## src/hdl/gibm_ram.sv

```systemverilog
// Generic single-write, single-read RAM with registered read data.
// No dependencies.
module gibm_ram #(
  parameter int WIDTH = 8,
  parameter int DEPTH = 32
) (
  input  logic                     clk,
  input  logic                     we,
  input  logic [$clog2(DEPTH)-1:0] waddr,
  input  logic [WIDTH-1:0]         wdata,
  input  logic [$clog2(DEPTH)-1:0] raddr,
  output logic [WIDTH-1:0]         rdata
);
  logic [WIDTH-1:0] mem [DEPTH];

  always_ff @(posedge clk) begin
    if (we) begin
      mem[waddr] <= wdata;
    end
    rdata <= mem[raddr];
  end
endmodule

```

## config.mk

```make
export PLATFORM = sky130hd
export DESIGN_NAME = gibm_ram
export DESIGN_NICKNAME = d
export VERILOG_FILES = /design/src/hdl/gibm_ram.sv
export SDC_FILE = /design/constraint.sdc
export NUM_CORES = 1
export LEC_CHECK = 0
export ABC_AREA = 1
export BUFFER_PORTS_ARGS = -buffer_cell sky130_fd_sc_hd__buf_2
export CAP_MARGIN = 20
export CORE_ASPECT_RATIO = 1.1
export CORE_UTILIZATION = 55
export DETAILED_ROUTE_END_ITERATION = 10
export PLACE_DENSITY = 0.72
export SLEW_MARGIN = 20
export SYNTH_ARGS = -nofsm -noshare
export SYNTH_HDL_FRONTEND = slang
export SYNTH_SLANG_ARGS = --single-unit
export TNS_END_PERCENT = 10
```

## constraint.sdc

```tcl
create_clock -name clk -period 2.3 [get_ports clk]
set_input_delay 0.23 -clock clk [delete_from_list [all_inputs] [get_ports clk]]
set_output_delay 0.23 -clock clk [all_outputs]
set_load 0.01 [all_outputs]
```

==> metrics.md <==
| Metric | Value |
|---|---|
| Filler-free cell count of the finished design | `1219` |
| Number of post-CTS setup repair buffers | `0` |
| Pins Over Slew Limit | `0` |
| CTS hold repair buffers | `0` |
| H-tree depth | `1` |
| Internal Dissipation | `a little under 8 mW` |
| Inserted Clock Buffers | `25` |
| Total Negative Setup Slacks | `0 ns` |
| Cell count after synthesis | `just over 900` |
| Clock period minus final worst setup slack | `1.30 ns` |
| Area of the multi-input gates | `2490 um^2` |
| CTS clock-pin slew for the worst setup and hold paths | `roughly 0.060 ns` |
| I/O pin count | `28` |
| Initial core utilization | `56.3%` |
| Setup crit start kind | `input pin` |
| Length in cells of the worst reg-to-reg path | `8` |
| Area of the mapped netlist | `10800 um^2` |
| Rows | `53` |
| # fillers | `1519` |
| Relative max-transition margin | `a little under half` |
| Share of power burned in the clock network | `just under 40%` |
| Post-placement worst setup slack | `0.507 ns` |
| Maximum ir drop on the vdd rail | `a little over 0.7 mV` |
| Layout area overhead | `9.83%` |
| Placeable core area | `19200 um^2` |
| Detail Placement HPWL | `approximately 14000 um` |
| Number of nets with antenna violations after routing | `0` |
| Critical path start-end classification | `in2reg` |
| Via count of the first global-routing pass | `about 6600` |
| Actual transition at the worst max-transition pin | `approximately 0.8 ns` |
| Switch Pwr | `2.12 mW` |
| Routed wire length per instance | `approximately 20 um` |
| End-of-flow core utilization | `between 60% and 70%` |
| Critical path capture point type | `flip-flop` |
| Most frequent cells in the layout | `sky130_fd_sc_hd__nand2_1, sky130_fd_sc_hd__edfxtp_1, sky130_fd_sc_hd__nand3_1` |
| Die Footprint | `20200 um^2` |
| Post-layout power | `a little under 10 mW` |
| Post-synthesis sequential area ratio | `around 73%` |
| Final setup violation count | `0` |
| Sequential cell area in the final layout | `7850 um^2` |
| Detailed-route vias per instance | `approximately 5.7` |
| Remaining DRCs | `0` |
| Chip width | `136 um` |
| Synth unique cells | `12` |
| Post-route worst hold slack | `~0.025 ns` |
| Max Cap Violations | `0` |
| Arrival time worst endpoint | `1.46 ns` |
| Final-stage net count | `just under 1000` |
| Ratio of cells with drive above 1 in the final layout | `9.57%` |
| Setup repair after global routing missed its margin | `false` |
| TritonCTS sink count | `approximately 260` |
| Worst hold path stage count | `3` |
| Maximum net fanout on the critical path | `8` |
| Share of the cycle needed by the critical path after routing | `between 50% and 60%` |
| Total congestion overflow | `0` |
| Clock tree from TritonCTS | `done` |
| Height of the die | `approximately 150 um` |
| Clock Skews | `around 0.0073 ns` |
| Sequential fraction of design power | `54.5%` |
| Achievable frequency | `about 770 MHz` |
| Total global-route track usage | `between 20% and 30%` |
| Clock Tree Root | `sky130_fd_sc_hd__clkbuf_16` |
| Number of synthesis warnings | `0` |
| Number of buffers added on ports | `27` |
| Type of the worst min-delay path | `in2reg` |
| Ant diodes | `0` |
| First-pass GRT wire length | `36400 um` |
| Detailed Route WL | `between 20000 and 25000 um` |
| Iteration count of the initial detailed-routing pass | `7` |
| Post-placement cell count | `~1200` |
| Antenna violations before repair | `1` |
| Endpoint required time on the critical path | `between 2 and 2.5 ns` |
| Clock buffer depth | `3` |
| Combinational fraction of design power | `6.3%` |
| Final weighted congestion in routability-driven placement | `slightly above 0.8` |
| Static leakage | `~4.4 nW` |
| Most common cell after layout, fill and taps aside | `sky130_fd_sc_hd__nand2_1` |
| Post-synthesis average cell area | `between 10 and 15 um^2` |
| Quantity of gates resized following cts | `0` |
| Post-DP Area | `~11000 um^2` |
| Count of routing violations after the opening detailed-route iteration | `640` |
| Post-synth net total | `between 900 and 1000` |
| Pin count of the biggest net entering global routing | `~130` |
| Summed area of non-filler cells in the final layout | `between 10000 and 15000 um^2` |
| Sw frac | `21.5%` |
| Flip-flop and latch count after synthesis | `around 260` |
| Clock insertion delay at the later pin of the skew report | `approximately 0.52 ns` |
| P per Cell Area | `approximately 830 nW/um^2` |
| DR vias | `between 6000 and 7000` |
| Final worst setup slack | `~1 ns` |
| Final count of hold timing violations | `0` |
| Run status | `completed` |
[worst paths after layout]
path | startpoint | endpoint | slack [ns]
worst max-delay path | we | mem[11][2] | 1.0
worst min-delay path | raddr[4] | rdata[1] | 0.03
worst max register to register | mem[24][0] | rdata[0] | 1.14
worst min register to register | mem[22][4] | rdata[4] | 0.78
[routing by layer]
| layer | share of wire [%] | global-route usage [%] | wire length [um] | up-vias |
|---|---|---|---|---|
| li1 | - | - | - | 3260 |
| met1 | 41 | 34.8 | 9920 | 3337 |
| met2 | 49 | 39.9 | 11600 | 284 |
| met3 | 8.0 | 3.84 | 1910 | 39 |
| met4 | 1.9 | 6.74 | 461 | 2 |
| met5 | 0.050 | 0 | 12 | - |
[kinds of logic after synthesis]
group / count (synthesis) / share of synthesized area [%]
and+or+nand+nor: 596 / 23.1
buffers and inverters: 62 / 4.14
DFF: 264 / 72.8
[flip-flops by register name, indices dropped and copies added, names as in the netlist]
register	flops
mem	256
rdata	8
[synthesized netlist by cell type]
cell type / count / share of area [%]
sky130_fd_sc_hd__nand3_1: 204 / 9.5
sky130_fd_sc_hd__nor2_1: 32 / 1.1
sky130_fd_sc_hd__edfxtp_1: 256 / 71
sky130_fd_sc_hd__buf_4: 4 / 0.28
sky130_fd_sc_hd__buf_1: 2 / 0.070
sky130_fd_sc_hd__nand2_1: 360 / 13
sky130_fd_sc_hd__buf_6: 24 / 2.5
sky130_fd_sc_hd__inv_2: 2 / 0.070
sky130_fd_sc_hd__inv_1: 8 / 0.28
sky130_fd_sc_hd__dfxtp_1: 8 / 1.5
sky130_fd_sc_hd__buf_2: 15 / 0.70
sky130_fd_sc_hd__clkbuf_1: 7 / 0.24
[layout make-up]
| type | count | area share [%] |
|---|---|---|
| clock inverters | 7 | 0.560 |
| clock buffers | 38 | 5.95 |
| repair buffers | 57 | 3.27 |
| multi-input cells | 596 | 21.0 |
| inverters | 10 | 0.327 |
| well taps | 247 | 2.61 |
| flip-flops and latches | 264 | 66.2 |
[power groups by stage]
| stage | clock network, mW | registers (mW) | logic, mW |
|---|---|---|---|
| floorplan | 0 | 5.47 | 0.385 |
| global placement | 0 | 5.47 | 0.606 |
| detailed placement | 0 | 5.47 | 0.616 |
| CTS | 3.92 | 5.37 | 0.618 |
| global route | 4.12 | 5.37 | 0.683 |
| finish | 3.86 | 5.37 | 0.618 |
[critical path, cell delays in order]
cell and delay, ns:
sky130_fd_sc_hd__buf_2 0.11, sky130_fd_sc_hd__nand3_1 0.41, sky130_fd_sc_hd__nor2_1 0.71
(Power assumes the default switching activity.)
